$ cat config.mk
export PLATFORM = sky130hd
export DESIGN_NAME = midi_cc_to_dac_mapper_top
export DESIGN_NICKNAME = d
export VERILOG_FILES = /design/src/design/mccdm_pkg.sv /design/src/design/mccdm_cfg_regs.sv /design/src/design/mccdm_decode.sv /design/src/design/mccdm_scale.sv /design/src/design/midi_cc_to_dac_mapper_top.sv
export SDC_FILE = /design/constraint.sdc
export NUM_CORES = 2
export LEC_CHECK = 0
export ABC_AREA = 1
export BUFFER_PORTS_ARGS = -buffer_cell sky130_fd_sc_hd__buf_4
export CAP_MARGIN = 10
export CORE_ASPECT_RATIO = 1.4
export CORE_MARGIN = 2
export CORE_UTILIZATION = 30
export CTS_CLUSTER_SIZE = 28
export DETAILED_ROUTE_END_ITERATION = 6
export SLEW_MARGIN = 5
export SYNTH_ARGS = -nofsm -noshare
export SYNTH_HDL_FRONTEND = slang
export SYNTH_SLANG_ARGS = --single-unit
$ cat constraint.sdc
create_clock -name aclk -period 15.2 [get_ports aclk]
set_input_delay 3.04 -clock aclk [delete_from_list [all_inputs] [get_ports aclk]]
set_output_delay 3.04 -clock aclk [all_outputs]
set_load 0.01 [all_outputs]
$ cat src/design/mccdm_pkg.sv
package mccdm_pkg;

    // Field widths
    localparam int ChanW        = 4;
    localparam int CtrlW        = 7;
    localparam int ByteW        = 7;
    localparam int ValW         = 16;
    localparam int GainW        = 29;
    localparam int DacW         = 12;
    localparam int HitW         = 2;
    localparam int MatchW       = 19;
    localparam int CfgIdxW      = 4;
    localparam int CfgDataW     = 29;
    localparam int CombineShift = 8;
    localparam int FracW        = 16;
    localparam int ProdW        = ValW + GainW;
    localparam int WholeW       = ProdW - FracW;
    localparam int NumBytes     = 4;
    localparam int NumTargets   = 2;

    localparam logic [DacW-1:0] DacMax = {DacW{1'b1}};

    // Reset values of the target registers
    localparam logic [ValW-1:0]   MinReset   = ValW'(0);
    localparam logic [ValW-1:0]   MaxReset   = ValW'(127);
    localparam logic [GainW-1:0]  GainReset  = GainW'(2117632);
    localparam logic [MatchW-1:0] T1MatchRst = MatchW'(0);
    localparam logic [MatchW-1:0] T2MatchRst = MatchW'(1);

    typedef enum logic [HitW-1:0] {
        HIT_NONE = 2'd0,
        HIT_T1   = 2'd1,
        HIT_T2   = 2'd2
    } hit_t;

    typedef enum logic [CfgIdxW-1:0] {
        REG_T1_MATCH = 4'd0,
        REG_T1_MIN   = 4'd1,
        REG_T1_MAX   = 4'd2,
        REG_T1_GAIN  = 4'd3,
        REG_T2_MATCH = 4'd4,
        REG_T2_MIN   = 4'd5,
        REG_T2_MAX   = 4'd6,
        REG_T2_GAIN  = 4'd7
    } cfg_reg_t;

    // Packed match word: {fourteen, lsb_ctrl, msb_ctrl, chan}
    typedef struct packed {
        logic              fourteen;
        logic [CtrlW-1:0]  lsb_ctrl;
        logic [CtrlW-1:0]  msb_ctrl;
        logic [ChanW-1:0]  chan;
    } match_t;

    typedef struct packed {
        match_t            match;
        logic [ValW-1:0]   min_val;
        logic [ValW-1:0]   max_val;
        logic [GainW-1:0]  gain;
    } target_cfg_t;

    typedef struct packed {
        logic              cc;
        logic [ChanW-1:0]  chan;
        logic [CtrlW-1:0]  ctrl;
        logic [ByteW-1:0]  val;
    } msg_t;

    typedef struct packed {
        hit_t              hit;
        logic [ValW-1:0]   off;
        logic [GainW-1:0]  gain;
    } scale_req_t;

endpackage

$ cat src/design/mccdm_cfg_regs.sv
module mccdm_cfg_regs
    import mccdm_pkg::*;
(
    input  logic                aclk,
    input  logic                aresetn,
    input  logic                cfg_wr_en,
    input  logic [CfgIdxW-1:0]  cfg_index,
    input  logic [CfgDataW-1:0] cfg_data,
    output target_cfg_t         t1_cfg,
    output target_cfg_t         t2_cfg
);

    target_cfg_t t1_reg;
    target_cfg_t t2_reg;

    // Hold the target settings; load one register per write
    always_ff @(posedge aclk) begin
        if (!aresetn) begin
            t1_reg.match   <= match_t'(T1MatchRst);
            t1_reg.min_val <= MinReset;
            t1_reg.max_val <= MaxReset;
            t1_reg.gain    <= GainReset;
            t2_reg.match   <= match_t'(T2MatchRst);
            t2_reg.min_val <= MinReset;
            t2_reg.max_val <= MaxReset;
            t2_reg.gain    <= GainReset;
        end else if (cfg_wr_en) begin
            unique case (cfg_reg_t'(cfg_index))
                REG_T1_MATCH: t1_reg.match   <= match_t'(cfg_data[MatchW-1:0]);
                REG_T1_MIN:   t1_reg.min_val <= cfg_data[ValW-1:0];
                REG_T1_MAX:   t1_reg.max_val <= cfg_data[ValW-1:0];
                REG_T1_GAIN:  t1_reg.gain    <= cfg_data[GainW-1:0];
                REG_T2_MATCH: t2_reg.match   <= match_t'(cfg_data[MatchW-1:0]);
                REG_T2_MIN:   t2_reg.min_val <= cfg_data[ValW-1:0];
                REG_T2_MAX:   t2_reg.max_val <= cfg_data[ValW-1:0];
                REG_T2_GAIN:  t2_reg.gain    <= cfg_data[GainW-1:0];
                default: ;
            endcase
        end
    end

    assign t1_cfg = t1_reg;
    assign t2_cfg = t2_reg;

endmodule

$ cat src/design/mccdm_decode.sv
module mccdm_decode
    import mccdm_pkg::*;
(
    input  logic        aclk,
    input  logic        aresetn,
    input  logic        commit,
    input  msg_t        msg,
    input  target_cfg_t t1_cfg,
    input  target_cfg_t t2_cfg,
    output scale_req_t  req
);

    logic [ByteW-1:0] bytes_reg  [NumBytes];
    logic [ByteW-1:0] bytes_next [NumBytes];
    logic [ValW-1:0]  last_reg   [NumTargets];
    logic [ValW-1:0]  last_next  [NumTargets];

    target_cfg_t      tc [NumTargets];
    target_cfg_t      sel_cfg;
    logic             done;
    logic             sel_t;
    hit_t             hit;
    logic [ValW-1:0]  sel_val;
    logic [ValW-1:0]  comb;
    logic [ValW-1:0]  floored;
    logic [ValW-1:0]  clamped;
    logic [ValW-1:0]  off;

    assign tc[0] = t1_cfg;
    assign tc[1] = t2_cfg;

    // Walk the checks in priority order: T1 MSB, T1 LSB, T2 MSB, T2 LSB
    always_comb begin
        bytes_next = bytes_reg;
        last_next  = last_reg;
        done       = 1'b0;
        sel_t      = 1'b0;
        hit        = HIT_NONE;
        sel_val    = '0;
        comb       = '0;
        if (msg.cc) begin
            for (int t = 0; t < NumTargets; t++) begin
                if (!done && msg.chan == tc[t].match.chan) begin
                    if (msg.ctrl == tc[t].match.msb_ctrl) begin
                        bytes_next[2*t] = msg.val;
                        if (!tc[t].match.fourteen) begin
                            done    = 1'b1;
                            sel_t   = (t != 0);
                            hit     = (t == 0) ? HIT_T1 : HIT_T2;
                            sel_val = ValW'(msg.val);
                        end
                    end
                    if (!done && msg.ctrl == tc[t].match.lsb_ctrl) begin
                        bytes_next[2*t+1] = msg.val;
                        comb = (ValW'(bytes_next[2*t]) << CombineShift)
                             | ValW'(bytes_next[2*t+1]);
                        if (comb != last_reg[t]) begin
                            last_next[t] = comb;
                            done         = 1'b1;
                            sel_t        = (t != 0);
                            hit          = (t == 0) ? HIT_T1 : HIT_T2;
                            sel_val      = comb;
                        end
                    end
                end
            end
        end
    end

    // Clamp to floor then ceiling, then remove the floor
    always_comb begin
        sel_cfg = sel_t ? t2_cfg : t1_cfg;
        floored = (sel_val < sel_cfg.min_val) ? sel_cfg.min_val : sel_val;
        clamped = (floored > sel_cfg.max_val) ? sel_cfg.max_val : floored;
        off     = (clamped >= sel_cfg.min_val) ? (clamped - sel_cfg.min_val) : '0;
        req.hit  = hit;
        req.off  = (hit == HIT_NONE) ? '0 : off;
        req.gain = sel_cfg.gain;
    end

    // Advance the byte and repeat-suppression state when the transaction moves on
    always_ff @(posedge aclk) begin
        if (!aresetn) begin
            for (int i = 0; i < NumBytes; i++) begin
                bytes_reg[i] <= '0;
            end
            for (int i = 0; i < NumTargets; i++) begin
                last_reg[i] <= '0;
            end
        end else if (commit) begin
            bytes_reg <= bytes_next;
            last_reg  <= last_next;
        end
    end

endmodule

$ cat src/design/mccdm_scale.sv
module mccdm_scale
    import mccdm_pkg::*;
(
    input  scale_req_t      req,
    output logic [HitW-1:0] hit,
    output logic [DacW-1:0] dac
);

    logic [ProdW-1:0]  prod;
    logic [WholeW-1:0] whole;

    // Multiply by the Q13.16 gain, drop the fraction, saturate at full scale
    always_comb begin
        prod  = ProdW'(req.off) * ProdW'(req.gain);
        whole = prod[ProdW-1:FracW];
        dac   = (|whole[WholeW-1:DacW]) ? DacMax : whole[DacW-1:0];
        hit   = req.hit;
    end

endmodule

$ cat src/design/midi_cc_to_dac_mapper_top.sv
// Channel  | Handshake         | Payload
// ---------+-------------------+--------------------------------------------------
// input    | s_valid / s_ready | s_is_control_change, s_midi_channel,
//          |                   | s_controller_number, s_controller_value
// result   | m_valid / m_ready | m_target_hit, m_dac_value
// config   | cfg_wr_en         | cfg_index, cfg_data (no wait, no read-back)
//
// One message per cycle sustained while m_ready is high; each result passes through
// the input register, the match/clamp stage and the multiply/saturate stage.
// Match state (stored bytes, last values) updates as a message leaves the input
// register, so the next message sees it at once.
// Synchronous active-low reset clears the valids and the match state and loads the config reset values.
// A stalled m_ready holds the result and backs the pipeline up to s_ready.
module midi_cc_to_dac_mapper_top
    import mccdm_pkg::*;
(
    input  logic                aclk,
    input  logic                aresetn,
    input  logic                s_valid,
    output logic                s_ready,
    input  logic                s_is_control_change,
    input  logic [ChanW-1:0]    s_midi_channel,
    input  logic [CtrlW-1:0]    s_controller_number,
    input  logic [ByteW-1:0]    s_controller_value,
    output logic                m_valid,
    input  logic                m_ready,
    output logic [HitW-1:0]     m_target_hit,
    output logic [DacW-1:0]     m_dac_value,
    input  logic                cfg_wr_en,
    input  logic [CfgIdxW-1:0]  cfg_index,
    input  logic [CfgDataW-1:0] cfg_data
);

    target_cfg_t     t1_cfg;
    target_cfg_t     t2_cfg;
    msg_t            msg_reg;
    logic            in_v_reg;
    scale_req_t      req;
    scale_req_t      req_reg;
    logic            mid_v_reg;
    logic [HitW-1:0] hit_s;
    logic [DacW-1:0] dac_s;
    logic [HitW-1:0] hit_reg;
    logic [DacW-1:0] dac_reg;
    logic            out_v_reg;
    logic            out_load;
    logic            mid_load;
    logic            in_load;

    mccdm_cfg_regs u_cfg (
        .aclk      (aclk),
        .aresetn   (aresetn),
        .cfg_wr_en (cfg_wr_en),
        .cfg_index (cfg_index),
        .cfg_data  (cfg_data),
        .t1_cfg    (t1_cfg),
        .t2_cfg    (t2_cfg)
    );

    // Stage enables: each stage loads when it is empty or its successor loads
    assign out_load = !out_v_reg || m_ready;
    assign mid_load = !mid_v_reg || out_load;
    assign in_load  = !in_v_reg || mid_load;
    assign s_ready  = in_load;

    // Input register
    always_ff @(posedge aclk) begin
        if (!aresetn) begin
            in_v_reg <= 1'b0;
        end else if (in_load) begin
            in_v_reg <= s_valid;
        end
    end

    always_ff @(posedge aclk) begin
        if (in_load && s_valid) begin
            msg_reg.cc   <= s_is_control_change;
            msg_reg.chan <= s_midi_channel;
            msg_reg.ctrl <= s_controller_number;
            msg_reg.val  <= s_controller_value;
        end
    end

    mccdm_decode u_decode (
        .aclk    (aclk),
        .aresetn (aresetn),
        .commit  (in_v_reg && mid_load),
        .msg     (msg_reg),
        .t1_cfg  (t1_cfg),
        .t2_cfg  (t2_cfg),
        .req     (req)
    );

    // Middle register: target, offset value and gain
    always_ff @(posedge aclk) begin
        if (!aresetn) begin
            mid_v_reg <= 1'b0;
        end else if (mid_load) begin
            mid_v_reg <= in_v_reg;
        end
    end

    always_ff @(posedge aclk) begin
        if (mid_load && in_v_reg) begin
            req_reg <= req;
        end
    end

    mccdm_scale u_scale (
        .req (req_reg),
        .hit (hit_s),
        .dac (dac_s)
    );

    // Result register
    always_ff @(posedge aclk) begin
        if (!aresetn) begin
            out_v_reg <= 1'b0;
        end else if (out_load) begin
            out_v_reg <= mid_v_reg;
        end
    end

    always_ff @(posedge aclk) begin
        if (out_load && mid_v_reg) begin
            hit_reg <= hit_s;
            dac_reg <= dac_s;
        end
    end

    assign m_valid      = out_v_reg;
    assign m_target_hit = hit_reg;
    assign m_dac_value  = dac_reg;

endmodule

==> impl_metrics.toml <==
[status]
status = "finished, final reports clean"

[placement]
port_buffers = 72
placed_area_mm2 = 0.03002
hpwlAfterDp_mm = 60.77
place.gp.congestion = 0.9091

[sta]
relSlewSlack_pct = 25.76
tns_ps = 0
slew_viol_final = 0
setup_violations = 0
finalCriticalPeriod_ps = 8821
tightest_slew_ps = 1112
fin_crit_sh_pct = 58.03
fmax_ghz = 0.1134
hold_viol_final = 0
rsz0062_at_grt = "false"
fin_skew_ps = 33.41

[flow_run]
max_cap_viol_count = 0

[drt]
vias_per_cell = 4.687
routed_wl_mm = 77.92
via_count = 22875
wl_per_cell_um = 15.96
wl_met1_mm = 31.79
ant_nets = 0
wl_met3_mm = 3.065
first_pass_iters = 6
drc_errors = 0
dr_wl_met2_mm = 40.07
drtIter0Drc = 1374
highest-signal-layer = "met4"

[clock_network]
clockBufferDepth = 3
clkLatencyLatePin_ps = 560
cts_resized = 0
cts_setup_buffers = 0
path_clk_slew_ps = 80
cts_num_sinks = 285
postCtsHoldBufs = 0
cts_root_buffer = "clkbuf_16"
cts_tree = "yes"
cts_buffers = 34
htree_levels = 2

[die]
die_area_mm2 = 0.09755
io_pins = 73
core_mm2 = 0.09402
rows = 133
initial_core_util_pct = 30.32
die_y_um = 368.7
die_w_um = 264.5

[layout]
final_cell_area_mm2 = 0.03118
area_growth_pct = 9.388
final_common_cell = "inv_1"
fillers = 9908
layout.nets = 4229
drive_above_1_share_pct = 5.703
mostFrequentLayoutCells = "811 x inv_1, 809 x nand2_1, 375 x fa_1"

[worst_setup_path]
path_class = "register to register"
critPathLaunchType = "register"
cp_max_fo = 16
worstPathArrival_ps = 9070
path_buf_inv = 8
critPathRequiredTime_ps = 15450
cp_top_family = "adder cells"
cpMaxStageDelayCell = "edfxtp_1"
endpoint_kind = "register"
worst_path_most_repeated_cell = "inv_1"
max_stage_delay_ps = 790

[grt]
antenna_found_initial = 0
grt_pass1_vias = 23276
grt_overflow_total = 0
grt_start_max_net_pins = 106
grt_pass1_wl_mm = 125.5
track_usage_pct = 16.18

[min_path]
hp-class = "register to register"

[synth]
ys.flop_type = "dfxtp_1"
yosys_warnings = 0
synth_fp_nets = 4287
syn-instance-count = 3697
synth_cell_type_count = 49
ys_seq_elements = 285
synth.yosys.seq_area_share_pct = 22.82
synth_xor_area_share_pct = 2.273
synth_top_family_by_area = "adder cells"
synthAdderAreaFrac_pct = 33.27
synth-edff-count = 80
synth-compound-area-share_pct = 8.844
avgSynthCellArea_um2 = 7.711
async_flop_share_pct = 0
muxShareOfSynthArea_pct = 0.9129
synth_area_mm2 = 0.02851
synth-simple-area-share_pct = 18.38

[power_and_ir_drop]
cellLeakagePower_nw = 15.73
p_per_area_mw_per_mm2 = 142.9
power.total_mw = 4.457
ir_drop_uv = 150.3
[metrics by stage]
| step | hold slack, ps | utilization (%) | cells | worst slack [ps] |
|---|---|---|---|---|
| 6_report | 418.6 | 33.17 | 4881 | 6379 |
| 5_1_grt | 433.4 | 33.17 | 4880 | 5728 |
| 4_1_cts | 421.1 | 33.17 | 4880 | 6407 |
| 3_5_place_dp | 407.5 | 31.93 | 4818 | 6447 |
| 3_3_place_gp | 409.9 | 31.93 | 4818 | 6502 |
| 2_1_floorplan | 400.3 | - | 3697 | 8048 |
[where the power goes]
part           internal (mW)  total, mW  switching (mW)
Clock                  0.489      0.843           0.354
Combinational           1.07       2.78            1.72
Sequential             0.798      0.829          0.0312
[worst paths after layout]
kind | slack [ps] | startpoint | depth (start not counted) | endpoint
max reg2reg | 6380 | req_reg[36] | 30 | m_dac_value[0]
max | 6380 | req_reg[36] | 30 | m_dac_value[0]
min reg2reg | 420 | req_reg[45] | 0 | m_target_hit[0]
min | 420 | req_reg[45] | 0 | m_target_hit[0]
[cells by family (layout without fill, tap and decap cells)]
kind of cell    count (synthesis)  in the layout
fa+ha+maj                     533            533
flops                         285            285
compound gates                471            471
simple gates                 1294           1294
xor+xnor                       74             74
other cells                     0              1
buf+inv                      1014            982
mux                            26             26
[cells in the mapped netlist (all sizes together) (3+ instances only)]
cell,number,area [um2]
or2,4,25.02
ha,158,1977
o22ai,3,18.77
o21bai,3,33.78
mux2i,26,260.3
buf,25,136.4
nand3b,10,75.07
o211ai,5,37.54
inv,817,3067
o221ai,3,26.28
o21a,7,52.55
clkbuf,167,626.9
edfxtp,80,2402
nand4,16,100.1
fa,375,7507
nand3,103,530.5
a21oi,177,885.9
nor2,306,1199
clkinv,5,18.77
o21ai,238,1195
nor3,23,115.1
nor4,4,25.02
nand2,828,3171
dfxtp,205,4104
xor2,40,350.3
a31oi,5,31.28
o32ai,3,26.28
a211oi,17,127.6
xnor2,34,297.8
[cell type report]
class,instances,area (um2),share of cell area [%]
multi-input cells,2398,18170,58.27
flip-flops and latches,285,6506,20.86
inverters,822,3085,9.894
well taps,1215,1520,4.875
clock buffers,45,997.2,3.198
repair buffers,98,735.7,2.359
clock inverters,17,167.7,0.5376
diodes,1,2.502,0.008024
[per-layer routing]
layer,vias to the layer above,GRT usage (%)
li1,11033,-
met1,11170,19.08
met2,515,29.89
met3,157,1.841
met4,0,6.064
met5,-,0
No activity file was read; power rests on OpenSTA's default activity.
